==> config.mk <==
export PLATFORM = sky130hd
export DESIGN_NAME = json_string_unescape_utf8
export DESIGN_NICKNAME = d
export VERILOG_FILES = /design/src/rtl/jsu_pkg.sv /design/src/rtl/jsu_front.sv /design/src/rtl/jsu_queue.sv /design/src/rtl/jsu_back.sv /design/src/rtl/json_string_unescape_utf8.sv
export VERILOG_INCLUDE_DIRS = /design/src /design/src/rtl
export SDC_FILE = /design/constraint.sdc
export NUM_CORES = 1
export LEC_CHECK = 0
export BUFFER_PORTS_ARGS = -buffer_cell sky130_fd_sc_hd__buf_2
export CELL_PAD_IN_SITES_DETAIL_PLACEMENT = 1
export CELL_PAD_IN_SITES_GLOBAL_PLACEMENT = 2
export CORE_ASPECT_RATIO = 1.75
export CORE_MARGIN = 5
export CORE_UTILIZATION = 45
export CTS_CLUSTER_DIAMETER = 80
export DETAILED_ROUTE_END_ITERATION = 10
export GPL_TIMING_DRIVEN = 0
export PLACE_DENSITY = 0.85
export SLEW_MARGIN = 20
export SYNTH_ARGS = -nofsm -noshare
export SYNTH_HDL_FRONTEND = slang
export SYNTH_SLANG_ARGS = --single-unit
export TNS_END_PERCENT = 10
==> constraint.sdc <==
create_clock -name clk_i -period 4.1 [get_ports clk_i]
set_input_delay 0.41 -clock clk_i [delete_from_list [all_inputs] [get_ports clk_i]]
set_output_delay 0.41 -clock clk_i [all_outputs]
set_load 0.02 [all_outputs]
==> src/rtl/json_string_unescape_utf8_defines.svh <==
// ----------------------------------------------------------------------------
// json_string_unescape_utf8_defines.svh
// Assertion macros shared by the string unescaper modules. Each macro expects
// clk_i and rst_ni in scope.
// ----------------------------------------------------------------------------
`ifndef JSON_STRING_UNESCAPE_UTF8_DEFINES_SVH
`define JSON_STRING_UNESCAPE_UTF8_DEFINES_SVH

// Same-cycle implication, off while in reset
`define JSU_ASSERT_IMP(lbl, ante, cons, msg) \
  lbl: assert property (@(posedge clk_i) disable iff (!rst_ni) (ante) |-> (cons)) \
    else $error(msg);

// Next-cycle implication, off while in reset
`define JSU_ASSERT_NXT(lbl, ante, cons, msg) \
  lbl: assert property (@(posedge clk_i) disable iff (!rst_ni) (ante) |=> (cons)) \
    else $error(msg);

`endif

==> src/rtl/jsu_pkg.sv <==
// ----------------------------------------------------------------------------
// jsu_pkg
// Types, constants and helper functions of the JSON string unescaper.
// ----------------------------------------------------------------------------
package jsu_pkg;

  // Run queue geometry
  localparam int unsigned JsuQDepth = 4;
  localparam int unsigned JsuQAw    = $clog2(JsuQDepth);
  localparam int unsigned JsuQCw    = JsuQAw + 1;

  // Characters with a meaning in the escape grammar
  localparam logic [7:0] ChBackslash = 8'h5C;
  localparam logic [7:0] ChLowerB    = 8'h62;
  localparam logic [7:0] ChLowerF    = 8'h66;
  localparam logic [7:0] ChLowerN    = 8'h6E;
  localparam logic [7:0] ChLowerR    = 8'h72;
  localparam logic [7:0] ChLowerT    = 8'h74;
  localparam logic [7:0] ChLowerU    = 8'h75;
  localparam logic [7:0] ChBackspace = 8'h08;
  localparam logic [7:0] ChFormFeed  = 8'h0C;
  localparam logic [7:0] ChNewline   = 8'h0A;
  localparam logic [7:0] ChReturn    = 8'h0D;
  localparam logic [7:0] ChTab       = 8'h09;

  // UTF-16 surrogate ranges and UTF-8 limits
  localparam logic [15:0] HighSurLo = 16'hD800;
  localparam logic [15:0] HighSurHi = 16'hDBFF;
  localparam logic [15:0] LowSurLo  = 16'hDC00;
  localparam logic [15:0] LowSurHi  = 16'hDFFF;
  localparam logic [20:0] SuppBase  = 21'h10000;
  localparam logic [20:0] Utf8Lim1  = 21'h80;
  localparam logic [20:0] Utf8Lim2  = 21'h800;
  localparam logic [20:0] Utf8Lim3  = 21'h10000;

  // Lead and continuation byte prefixes
  localparam logic [1:0] ContPfx  = 2'b10;
  localparam logic [2:0] Lead2Pfx = 3'b110;
  localparam logic [3:0] Lead3Pfx = 4'b1110;
  localparam logic [4:0] Lead4Pfx = 5'b11110;

  // One run of output bytes caused by one input beat
  typedef struct packed {
    logic [3:0][7:0] bytes;   // bytes[0] goes out first
    logic [1:0]      cnt_m1;  // number of bytes minus one
    logic            bare;    // end marker with no data byte
    logic            last;    // run closes the string
    logic            trunc;   // string ended inside an escape
  } jsu_run_t;

  // Queue status toward the front and the back
  typedef struct packed {
    logic full;
    logic empty;
  } jsu_q_stat_t;

  typedef struct packed {
    logic [3:0][7:0] bytes;
    logic [1:0]      cnt_m1;
  } utf8_seq_t;

  typedef struct packed {
    logic       ok;
    logic [3:0] val;
  } hex_dig_t;

  // ASCII hex digit to nibble; ok low on anything else
  function automatic hex_dig_t hex_decode(input logic [7:0] c);
    hex_dig_t h;
    h.ok  = 1'b1;
    h.val = 4'd0;
    if (c >= 8'h30 && c <= 8'h39) begin
      h.val = c[3:0];
    end else if ((c >= 8'h41 && c <= 8'h46) || (c >= 8'h61 && c <= 8'h66)) begin
      h.val = c[3:0] + 4'd9;
    end else begin
      h.ok = 1'b0;
    end
    return h;
  endfunction

  // Code point to 1..4 byte UTF-8
  function automatic utf8_seq_t utf8_encode(input logic [20:0] cp);
    utf8_seq_t s;
    s.bytes = '0;
    if (cp < Utf8Lim1) begin
      s.bytes[0] = cp[7:0];
      s.cnt_m1   = 2'd0;
    end else if (cp < Utf8Lim2) begin
      s.bytes[0] = {Lead2Pfx, cp[10:6]};
      s.bytes[1] = {ContPfx, cp[5:0]};
      s.cnt_m1   = 2'd1;
    end else if (cp < Utf8Lim3) begin
      s.bytes[0] = {Lead3Pfx, cp[15:12]};
      s.bytes[1] = {ContPfx, cp[11:6]};
      s.bytes[2] = {ContPfx, cp[5:0]};
      s.cnt_m1   = 2'd2;
    end else begin
      s.bytes[0] = {Lead4Pfx, cp[20:18]};
      s.bytes[1] = {ContPfx, cp[17:12]};
      s.bytes[2] = {ContPfx, cp[11:6]};
      s.bytes[3] = {ContPfx, cp[5:0]};
      s.cnt_m1   = 2'd3;
    end
    return s;
  endfunction

endpackage

==> src/rtl/jsu_front.sv <==
// ----------------------------------------------------------------------------
// jsu_front
// Escape decoder: takes one string byte per beat, tracks the escape phase and
// pushes the run of output bytes that the beat causes into the run queue.
// ----------------------------------------------------------------------------
`include "json_string_unescape_utf8_defines.svh"

module jsu_front (
  input  logic               clk_i,
  input  logic               rst_ni,
  input  logic               in_valid_i,
  output logic               in_ready_o,
  input  logic [7:0]         in_byte_i,
  input  logic               in_last_i,
  input  jsu_pkg::jsu_q_stat_t q_stat_i,
  output logic               push_o,
  output jsu_pkg::jsu_run_t  run_o
);

  typedef enum logic [2:0] {
    PH_PLAIN,
    PH_ESC,
    PH_HEX1,
    PH_WAIT_BS,
    PH_WAIT_U,
    PH_HEX2
  } phase_e;

  phase_e      phase_q, phase_d;
  logic [15:0] acc_q, acc_d;
  logic        bad_q, bad_d;
  logic [1:0]  cnt_q, cnt_d;
  logic [9:0]  hs_q, hs_d;

  logic               acc_beat;
  jsu_pkg::hex_dig_t  hdig;
  logic [15:0]        sh_acc;
  logic               sh_bad;
  logic [15:0]        hval;
  logic [20:0]        pair_cp;
  jsu_pkg::utf8_seq_t enc_bmp;
  jsu_pkg::utf8_seq_t enc_pair;
  logic [7:0]         esc_byte;
  logic               has_data;
  logic [3:0][7:0]    out_bytes;
  logic [1:0]         out_cnt_m1;
  logic               trunc;
  logic               is_low;
  logic               is_high;

  assign in_ready_o = !q_stat_i.full;
  assign acc_beat   = in_valid_i && in_ready_o;

  // Hex digit datapath
  assign hdig    = jsu_pkg::hex_decode(in_byte_i);
  assign sh_acc  = {acc_q[11:0], hdig.val};
  assign sh_bad  = bad_q || !hdig.ok;
  assign hval    = sh_bad ? 16'd0 : sh_acc;
  assign is_low  = (hval >= jsu_pkg::LowSurLo) && (hval <= jsu_pkg::LowSurHi);
  assign is_high = (hval >= jsu_pkg::HighSurLo) && (hval <= jsu_pkg::HighSurHi);
  assign pair_cp = jsu_pkg::SuppBase + {1'b0, hs_q, hval[9:0]};
  assign enc_bmp  = jsu_pkg::utf8_encode({5'd0, hval});
  assign enc_pair = jsu_pkg::utf8_encode(pair_cp);

  // Character named by a single-letter escape
  always_comb begin
    unique case (in_byte_i)
      jsu_pkg::ChLowerB: esc_byte = jsu_pkg::ChBackspace;
      jsu_pkg::ChLowerF: esc_byte = jsu_pkg::ChFormFeed;
      jsu_pkg::ChLowerN: esc_byte = jsu_pkg::ChNewline;
      jsu_pkg::ChLowerR: esc_byte = jsu_pkg::ChReturn;
      jsu_pkg::ChLowerT: esc_byte = jsu_pkg::ChTab;
      default:           esc_byte = in_byte_i;
    endcase
  end

  // Next phase and the run for this beat
  always_comb begin
    phase_d    = phase_q;
    acc_d      = acc_q;
    bad_d      = bad_q;
    cnt_d      = cnt_q;
    hs_d       = hs_q;
    has_data   = 1'b0;
    out_bytes  = '0;
    out_cnt_m1 = 2'd0;
    unique case (phase_q)
      PH_ESC, PH_WAIT_U: begin
        if (in_byte_i == jsu_pkg::ChLowerU) begin
          phase_d = (phase_q == PH_ESC) ? PH_HEX1 : PH_HEX2;
          acc_d   = 16'd0;
          bad_d   = 1'b0;
          cnt_d   = 2'd0;
        end else begin
          phase_d      = PH_PLAIN;
          has_data     = 1'b1;
          out_bytes[0] = esc_byte;
        end
      end
      PH_WAIT_BS: begin
        if (in_byte_i == jsu_pkg::ChBackslash) begin
          phase_d = PH_WAIT_U;
        end else begin
          phase_d      = PH_PLAIN;
          has_data     = 1'b1;
          out_bytes[0] = in_byte_i;
        end
      end
      PH_HEX1, PH_HEX2: begin
        acc_d = sh_acc;
        bad_d = sh_bad;
        if (cnt_q != 2'd3) begin
          cnt_d = cnt_q + 2'd1;
        end else begin
          cnt_d   = 2'd0;
          phase_d = PH_PLAIN;
          if (phase_q == PH_HEX1) begin
            if (hval == 16'd0 || is_low) begin
              has_data = 1'b0;
            end else if (is_high) begin
              hs_d    = hval[9:0];
              phase_d = PH_WAIT_BS;
            end else begin
              has_data   = 1'b1;
              out_bytes  = enc_bmp.bytes;
              out_cnt_m1 = enc_bmp.cnt_m1;
            end
          end else if (is_low) begin
            has_data   = 1'b1;
            out_bytes  = enc_pair.bytes;
            out_cnt_m1 = enc_pair.cnt_m1;
          end
        end
      end
      default: begin
        // plain text
        if (in_byte_i == jsu_pkg::ChBackslash) begin
          phase_d = PH_ESC;
        end else begin
          phase_d      = PH_PLAIN;
          has_data     = 1'b1;
          out_bytes[0] = in_byte_i;
        end
      end
    endcase

    // End of string inside an escape is flagged; all state returns to reset
    trunc = (phase_d == PH_ESC) || (phase_d == PH_HEX1) ||
            (phase_d == PH_WAIT_U) || (phase_d == PH_HEX2);
    if (in_last_i) begin
      phase_d = PH_PLAIN;
      acc_d   = 16'd0;
      bad_d   = 1'b0;
      cnt_d   = 2'd0;
      hs_d    = 10'd0;
    end
  end

  // Run descriptor toward the queue
  assign push_o       = acc_beat && (has_data || in_last_i);
  assign run_o.bytes  = out_bytes;
  assign run_o.cnt_m1 = out_cnt_m1;
  assign run_o.bare   = !has_data;
  assign run_o.last   = in_last_i;
  assign run_o.trunc  = in_last_i && trunc;

  // Escape state
  always_ff @(posedge clk_i or negedge rst_ni) begin
    if (!rst_ni) begin
      phase_q <= PH_PLAIN;
      acc_q   <= 16'd0;
      bad_q   <= 1'b0;
      cnt_q   <= 2'd0;
      hs_q    <= 10'd0;
    end else if (acc_beat) begin
      phase_q <= phase_d;
      acc_q   <= acc_d;
      bad_q   <= bad_d;
      cnt_q   <= cnt_d;
      hs_q    <= hs_d;
    end
  end

  `JSU_ASSERT_NXT(a_last_clears, acc_beat && in_last_i, phase_q == PH_PLAIN && cnt_q == 2'd0 && !bad_q, "escape state not cleared after string end")

endmodule

==> src/rtl/jsu_queue.sv <==
// ----------------------------------------------------------------------------
// jsu_queue
// Short queue of run descriptors between the escape decoder and the byte
// serializer; the head entry is visible without a pop.
// ----------------------------------------------------------------------------
`include "json_string_unescape_utf8_defines.svh"

module jsu_queue (
  input  logic                 clk_i,
  input  logic                 rst_ni,
  input  logic                 push_i,
  input  jsu_pkg::jsu_run_t    push_run_i,
  input  logic                 pop_i,
  output jsu_pkg::jsu_run_t    head_o,
  output jsu_pkg::jsu_q_stat_t stat_o
);

  jsu_pkg::jsu_run_t mem_q [jsu_pkg::JsuQDepth];

  logic [jsu_pkg::JsuQAw-1:0] wr_ptr_q, rd_ptr_q;
  logic [jsu_pkg::JsuQCw-1:0] count_q;

  localparam logic [jsu_pkg::JsuQAw-1:0] PtrMax = jsu_pkg::JsuQAw'(jsu_pkg::JsuQDepth - 1);
  localparam logic [jsu_pkg::JsuQCw-1:0] CntFull = jsu_pkg::JsuQCw'(jsu_pkg::JsuQDepth);

  assign stat_o.full  = (count_q == CntFull);
  assign stat_o.empty = (count_q == '0);
  assign head_o       = mem_q[rd_ptr_q];

  // Entry storage
  always_ff @(posedge clk_i) begin
    if (push_i) begin
      mem_q[wr_ptr_q] <= push_run_i;
    end
  end

  // Pointers and fill level
  always_ff @(posedge clk_i or negedge rst_ni) begin
    if (!rst_ni) begin
      wr_ptr_q <= '0;
      rd_ptr_q <= '0;
      count_q  <= '0;
    end else begin
      if (push_i) begin
        wr_ptr_q <= (wr_ptr_q == PtrMax) ? '0 : wr_ptr_q + 1'b1;
      end
      if (pop_i) begin
        rd_ptr_q <= (rd_ptr_q == PtrMax) ? '0 : rd_ptr_q + 1'b1;
      end
      if (push_i && !pop_i) begin
        count_q <= count_q + 1'b1;
      end else if (pop_i && !push_i) begin
        count_q <= count_q - 1'b1;
      end
    end
  end

  `JSU_ASSERT_IMP(a_no_overflow, push_i, !stat_o.full, "push into full run queue")
  `JSU_ASSERT_IMP(a_no_underflow, pop_i, !stat_o.empty, "pop from empty run queue")

endmodule

==> src/rtl/jsu_back.sv <==
// ----------------------------------------------------------------------------
// jsu_back
// Byte serializer: walks the head run of the queue one byte per beat into a
// registered output stage.
// ----------------------------------------------------------------------------
`include "json_string_unescape_utf8_defines.svh"

module jsu_back (
  input  logic                 clk_i,
  input  logic                 rst_ni,
  input  jsu_pkg::jsu_run_t    head_i,
  input  jsu_pkg::jsu_q_stat_t q_stat_i,
  output logic                 pop_o,
  output logic                 out_valid_o,
  input  logic                 out_ready_i,
  output logic [7:0]           out_data_o,
  output logic [2:0]           out_user_o,  // byte_valid, run_last, truncated
  output logic                 out_last_o   // string_end
);

  logic [1:0] idx_q;
  logic       vld_q;
  logic [7:0] data_q;
  logic [2:0] user_q;
  logic       last_q;
  logic       slot_free;
  logic       load;
  logic       run_fin;

  assign slot_free = !vld_q || out_ready_i;
  assign load      = slot_free && !q_stat_i.empty;
  assign run_fin   = (idx_q == head_i.cnt_m1);
  assign pop_o     = load && run_fin;

  // Output stage payload
  always_ff @(posedge clk_i) begin
    if (load) begin
      data_q <= head_i.bytes[idx_q];
      user_q <= {run_fin && head_i.last && head_i.trunc, run_fin, !head_i.bare};
      last_q <= run_fin && head_i.last;
    end
  end

  // Output valid and byte index within the run
  always_ff @(posedge clk_i or negedge rst_ni) begin
    if (!rst_ni) begin
      vld_q <= 1'b0;
      idx_q <= 2'd0;
    end else begin
      if (slot_free) begin
        vld_q <= !q_stat_i.empty;
      end
      if (load) begin
        idx_q <= run_fin ? 2'd0 : idx_q + 2'd1;
      end
    end
  end

  assign out_valid_o = vld_q;
  assign out_data_o  = data_q;
  assign out_user_o  = user_q;
  assign out_last_o  = last_q;

  `JSU_ASSERT_IMP(a_end_closes_run, vld_q && last_q, user_q[1], "string end on a beat that does not close its run")
  `JSU_ASSERT_IMP(a_trunc_at_end, vld_q && user_q[2], last_q, "truncated flag away from string end")

endmodule

==> src/rtl/json_string_unescape_utf8.sv <==
// ----------------------------------------------------------------------------
// json_string_unescape_utf8
// JSON string body unescaper with \uXXXX to UTF-8 transcoding. One body byte
// enters per beat; each beat yields zero to four output bytes, and the final
// byte of a string always yields at least one beat (a bare end marker when it
// has no data). Input is taken at one byte per cycle as long as the four-entry
// run queue has room; output leaves at one byte per cycle while the receiver
// is ready and the queue is not empty, so an escape that expands to N bytes
// occupies N output beats. Each beat is decoded straight into a queue entry,
// then the serializer's output stage loads it. The escape decoder, run queue
// and byte serializer each stall independently.
// ----------------------------------------------------------------------------
module json_string_unescape_utf8 (
  input  logic       clk_i,
  input  logic       rst_ni,
  input  logic       s_axis_tvalid_i,
  output logic       s_axis_tready_o,
  input  logic [7:0] s_axis_tdata_i,   // in_byte
  input  logic       s_axis_tlast_i,   // string_last
  output logic       m_axis_tvalid_o,
  input  logic       m_axis_tready_i,
  output logic [7:0] m_axis_tdata_o,   // out_byte
  output logic [2:0] m_axis_tuser_o,   // [0] byte_valid, [1] run_last, [2] truncated
  output logic       m_axis_tlast_o    // string_end
);

  logic                 push;
  jsu_pkg::jsu_run_t    push_run;
  logic                 pop;
  jsu_pkg::jsu_run_t    head;
  jsu_pkg::jsu_q_stat_t q_stat;

  // Escape decoder
  jsu_front u_front (
    .clk_i      (clk_i),
    .rst_ni     (rst_ni),
    .in_valid_i (s_axis_tvalid_i),
    .in_ready_o (s_axis_tready_o),
    .in_byte_i  (s_axis_tdata_i),
    .in_last_i  (s_axis_tlast_i),
    .q_stat_i   (q_stat),
    .push_o     (push),
    .run_o      (push_run)
  );

  // Run queue
  jsu_queue u_queue (
    .clk_i      (clk_i),
    .rst_ni     (rst_ni),
    .push_i     (push),
    .push_run_i (push_run),
    .pop_i      (pop),
    .head_o     (head),
    .stat_o     (q_stat)
  );

  // Byte serializer
  jsu_back u_back (
    .clk_i       (clk_i),
    .rst_ni      (rst_ni),
    .head_i      (head),
    .q_stat_i    (q_stat),
    .pop_o       (pop),
    .out_valid_o (m_axis_tvalid_o),
    .out_ready_i (m_axis_tready_i),
    .out_data_o  (m_axis_tdata_o),
    .out_user_o  (m_axis_tuser_o),
    .out_last_o  (m_axis_tlast_o)
  );

endmodule

* After elaboration in Yosys (flattened, before gate mapping)
Memory sizes are Yosys's and may differ from the RTL's. Cells that the tools add are included.
Word-level totals: flip-flop bits (word level) 50, bits in writable memories 148, bits of input ports 13, output and inout port bits 14, memories kept 1
Cells by class: add/sub/neg operators 8, magnitude comparators 16, equal/unequal tests 24, multiplexer cells 78, reduce and logical (&&, ||, !) cells 41
Memories:
- u_queue.mem_q | words 4, bits a word 37, rd ports 1, clocked after Yosys merged registers in 0, write ports 1, line jsu_queue.sv:18 | jsu_pkg::jsu_run_t mem_q [jsu_pkg::JsuQDepth];
Operators by type and width (number):
- $mux 32 | 4
- $mux 26 | 4
- $mux 24 | 4
- $mux 10 | 8
- $eq 8x7->1 const B | 7
- $mux 16 | 3
- $mux 8 | 5
- $pmux 8 s5 | 1
- $mux 18 | 2
- $ge 16x16->1 const B | 2
- $le 16x16->1 const B | 2
- $mux 3 | 9
- $mux 2 | 13
- $mux 12 | 2
- $pmux 12 s2 | 1
- $add 17x20->21 const A | 1
- $lt 21x12->1 const B | 1
- $lt 21x17->1 const B | 1
- $lt 21x8->1 const B | 1
- $bmux 8 s2 | 1
- $ge 8x7->1 const B | 2
- $le 8x7->1 const B | 2
- $logic_not 16->1 | 1
- $lt 16x12->1 const B | 1
- other kinds (30) | 89

* Depth between registers and ports, before layout
word-level depth 21, depth in mapped cells 15, gate-level depth less buffers 15

* Modules after synthesis
Synthesis repeated with hierarchy kept, for this count alone.
Second synthesis, totals: cells, all modules 666, area total of the unflattened synthesis 9530.4 um2
By module, submodules not included:
- jsu_queue | times used 1, cells an instance 230, area each 5744.3 um2, seq. area each 4619.4 um2
- jsu_front | times used 1, cells an instance 391, area each 3010.4 um2, seq. area each 700.7 um2
- jsu_back | times used 1, cells an instance 45, area each 775.7 um2, seq. area each 435.4 um2

* Worst setup path before layout
No wires, ideal clock.
kind input port to flip-flop, start input port s_axis_tdata_i[0], end register u_queue.count_q[2] (netlist name), setup time 79 ps, arrival time 3512 ps, required time 4021 ps, slack 509 ps, stages 15, cell sequence inv_1 > ha_1 > or3b_1 > or3_4 > a31oi_4 > a211o_2 > o211ai_2 > a22o_4 > a21oi_4 > ha_1 > inv_1 > fa_1 > xor2_1 > nor2_1 > xor2_1
Between the ends: word-level cells in the longest chain between the ends 20
Ends and longest elaborated chain:
- start: declaration | line json_string_unescape_utf8.sv:18 | input logic [7:0] s_axis_tdata_i,
- $ge 8x7->1 / $le 8x7->1 (equally long branches) | line jsu_pkg.sv:74 | end else if ((c >= 8'h41 && c <= 8'h46) || (c >= 8'h61 && c <= 8'h66)) begin
- $logic_and 1x1->1 | line jsu_pkg.sv:74
- $logic_or 1x1->1 | line jsu_pkg.sv:74
- $mux 1 | line jsu_pkg.sv:74
- $mux 1 | line jsu_pkg.sv:72 | if (c >= 8'h30 && c <= 8'h39) begin
- $logic_not 1->1 | line jsu_front.sv:57 | assign sh_bad = bad_q || !hdig.ok;
- $logic_or 1x1->1 | line jsu_front.sv:57
- $mux 16 | line jsu_front.sv:58 | assign hval = sh_bad ? 16'd0 : sh_acc;
- (+5 left out)
- $mux 1 | line jsu_front.sv:112 | if (cnt_q != 2'd3) begin
- $pmux 1 s2 * | line jsu_front.sv:87 | unique case (phase_q)
- $logic_or 1x1->1 * | line jsu_front.sv:160 | assign push_o = acc_beat && (has_data || in_last_i);
- $logic_and 1x1->1 * | line jsu_front.sv:160
- via push | line json_string_unescape_utf8.sv:27 | logic push;
- $logic_not 1->1 | line jsu_queue.sv:52 | end else if (pop_i && !push_i) begin
- $logic_and 1x1->1 | line jsu_queue.sv:52
- $reduce_bool 2->1 (no line)
- end signal: assignment | line jsu_queue.sv:51 | count_q <= count_q + 1'b1;
- end signal: assignment | line jsu_queue.sv:53 | count_q <= count_q - 1'b1;
- end: declaration | line jsu_queue.sv:21 | logic [jsu_pkg::JsuQCw-1:0] count_q;
The timed path passes the listed nets; every way through them passes the cells marked *. A chain may end at the register's enable or synchronous reset.

==> flow_metrics.tcl <==
set metrics [dict create \
    cts_inserted_buffers 17 \
    synthFlopType "edfxtp_1" \
    grt_max_degree 39 \
    fmax_mhz 256.8 \
    drive_above_1_share_pct 17.61 \
    skew_ns 0.01356 \
    yosysSeqAreaShare_pct 59.95 \
    ant_nets 0 \
    required_ns 4.24 \
    yosysMostFrequentCell "edfxtp_1" \
    placedCellCount 930 \
    clock-sinks 182 \
    slew_headroom_pct 31.94 \
    synthCells 663 \
    drv_slew 0 \
    cts_resized 0 \
    n_antenna_cell 0 \
    syn_area_per_cell_um2 13.27 \
    arrival_ns 4.03 \
    htreeDepth 4 \
    ys_ff_latch 182 \
    rr_endpoint "u_queue.count_q[1]" \
    coreArea_um2 19200 \
    first_iter_violations 449 \
    dieHeight_um 195.0 \
    async_flop_share_pct 20.88 \
    status "complete, no violations" \
    p_per_area_nw_per_um2 582.5 \
    io_buffer_count 25 \
    place_congestion 0.9293 \
    synth_area_leader_cell "edfxtp_1" \
    cp_max_fo 10 \
    fin_crit_ns 3.894 \
    remaining_drc_errors 0 \
    hpwl_mm 18.85 \
    power_uw 5709 \
    final_util_pct 51.06 \
    power.leakage_uw 0.003530 \
    die-area_um2 22560 \
    clk_path_buf_depth 2 \
    rows 67 \
    path_clk_slew_ns 0.07 \
    grt_pass1_wl_mm 39.42 \
    yosys.area.top_type_share_pct 49.15 \
    hold_violations 0 \
    grt_overflow 0 \
    area_delta_synth_final_pct 11.41 \
    cts_tree "done" \
    dr.pass1.iters 5 \
    nets 734 \
    synth_area_leaders "edfxtp_1 (49%), dfrtp_1 (11%), mux4_2 (10%), nand2_1 (2.7%), o21ai_0 (2.4%)" \
    routed_wl_mm 25.82 \
    die_w_um 115.7 \
    finalSetupViolCount 0 \
    io_pins 27 \
    drv_cap 0 \
    hp-class "in2async" \
    via_per_inst 6.194 \
    critPathCaptureType "register" \
    reg2reg_slack_ns 0.31 \
    rsz0062_at_grt "false" \
    peakVddDrop_v 0.0004750 \
    worst_slew_pin_slew_ns 1.021 \
    layout_worst_path_cycle_share_pct 94.97 \
    synth_edf_count 144 \
    grt_pass1_vias 6471 \
    clock_latency_ns 0.44 \
    start_util_pct 45.83 \
    grt_util_all_layers_pct 23.67 \
    synth_nets 689 \
    worstRegToRegCells 12 \
    antenna_found_initial 0 \
    netlist_area_um2 8798 \
    ys_top_cells_by_count "edfxtp_1 (144), nand2_1 (63), nor2_1 (45), o21ai_0 (42), mux4_2 (40)" \
    vias 5959 \
    path_class "in2reg" \
    ys_warn_count 0 \
    worstReg2RegStart "u_front.acc_q[5]" \
    cts_setup_buffers 0 \
    start_kind "input pin" \
    hold_buffers 0 \
    cts-root-buf "clkbuf_16" \
    wl_per_cell_um 26.83 \
    finalNonFillerCells 962 \
    yosysUniqueCellTypes 74 \
]
-- state kept, by name, summed over array words and instances, names as in the netlist --
| signal | count |
|---|---|
| u_back.out_data_o | 8 |
| u_front.bad_q | 1 |
| u_back.out_user_o | 3 |
| u_back.out_valid_o | 1 |
| u_queue.rd_ptr_q | 2 |
| u_front.cnt_q | 2 |
| u_queue.count_q | 3 |
| u_back.idx_q | 2 |
| u_front.hs_q | 10 |
| u_back.out_last_o | 1 |
| u_front.phase_q | 3 |
| u_front.acc_q | 12 |
| u_queue.wr_ptr_q | 2 |
| u_queue.mem_q | 132 |
-- kinds of logic (layout without fill, tap and decap cells) --
group                      after synthesis  after routing  share of synthesized area [%]
AOI/OAI and AO/OA                      160            160                          12.76
DFF                                    182            182                          59.95
adders and majority gates               13             13                          1.934
buffers and inverters                   63            121                          2.716
and+or+nand+nor                        186            186                          10.22
muxes                                   48             48                          11.32
xor gates and xnor gates                11             11                          1.095
-- worst max-delay path by stage --
stage / from / slack [ns] / cells after the start / end
after floorplan: s_axis_tdata_i[0] / 0.51 / 15 / u_queue.count_q[2]
after global placement: s_axis_tdata_i[1] / -0.1 / 11 / u_queue.mem_q[1][17]
after detailed placement: s_axis_tdata_i[1] / -0.20 / 16 / u_queue.count_q[2]
after CTS: s_axis_tdata_i[1] / 0.25 / 16 / u_queue.count_q[2]
after global routing: s_axis_tdata_i[1] / 0.04 / 16 / u_queue.count_q[2]
final: s_axis_tdata_i[1] / 0.21 / 11 / u_queue.mem_q[3][6]
-- layer usage --
metal / wire (µm) / track usage, %
met4: 896 / 9.161
met3: 731 / 2.694
met1: 9280 / 26.23
met5: 0 / 0
met2: 14910 / 45.02
-- power by group --
part | switching [µW] | internal, µW | leakage, µW
registers | 132 | 2410 | 0.00190
clock network | 720 | 844 | 0.000265
logic | 924 | 682 | 0.00136
total | 1780 | 3930 | 0.00353
-- metrics by stage --
stage / TNS, ns / setup WS (ns) / hold slack [ns] / area, µm²
2_1_floorplan: 0 / 0.5085 / 0.1144 / 8798
3_3_place_gp: -12.60 / -0.09920 / 0.4820 / 9225
3_5_place_dp: -23.95 / -0.1967 / 0.5017 / 9248
4_1_cts: 0 / 0.2535 / 0.1454 / 9802
5_1_grt: 0 / 0.04014 / 0.1887 / 9802
6_report: 0 / 0.2061 / 0.1184 / 9802
-- placed cells by master, fill, tap and decap left out, types with 3 or more instances in the layout --
| master | n |
|---|---|
| inv_6 | 5 |
| xnor2_1 | 8 |
| nor3b_1 | 3 |
| dfrtp_1 | 38 |
| nand2_1 | 63 |
| nor3_1 | 15 |
| nor2b_1 | 4 |
| nand4_1 | 5 |
| a21o_1 | 7 |
| buf_2 | 27 |
| a22o_1 | 12 |
| a32oi_1 | 5 |
| nor2_1 | 45 |
| nand3_1 | 12 |
| and2_2 | 4 |
| o22ai_1 | 6 |
| o31ai_1 | 8 |
| a31oi_1 | 11 |
| mux2_2 | 4 |
| o21ai_0 | 42 |
| and2_1 | 6 |
| a22oi_1 | 4 |
| xor2_1 | 3 |
| a211oi_1 | 5 |
| inv_1 | 25 |
| buf_1 | 4 |
| mux4_2 | 40 |
| a21oi_1 | 23 |
| and3_1 | 10 |
| nand2b_1 | 4 |
| clkbuf_1 | 34 |
| a221oi_1 | 3 |
| edfxtp_1 | 144 |
| clkbuf_16 | 17 |
| ha_1 | 12 |
-- critical path, cell delays in order --
cell and delay [ns]:
buf_2 0.16, inv_1 0.14, ha_1 0.34, or3b_1 0.40, or3_4 0.35, a31oi_4 0.29, a21oi_1 0.29, nand2_1 0.26
nand4_1 0.38, o221a_2 0.42, o21ai_0 0.57
-- cell type report --
type | count | area [µm²]
plain buffers | 38 | 145.1
inverters | 25 | 93.84
repair buffers | 26 | 136.4
well taps | 241 | 301.5
multi-input cells | 418 | 3296
flip-flops and latches | 182 | 5275
clock inverters | 13 | 121.4
clock buffers | 19 | 432.9
fillers | 1985 | 9395
No activity file was read; power rests on OpenSTA's default activity.
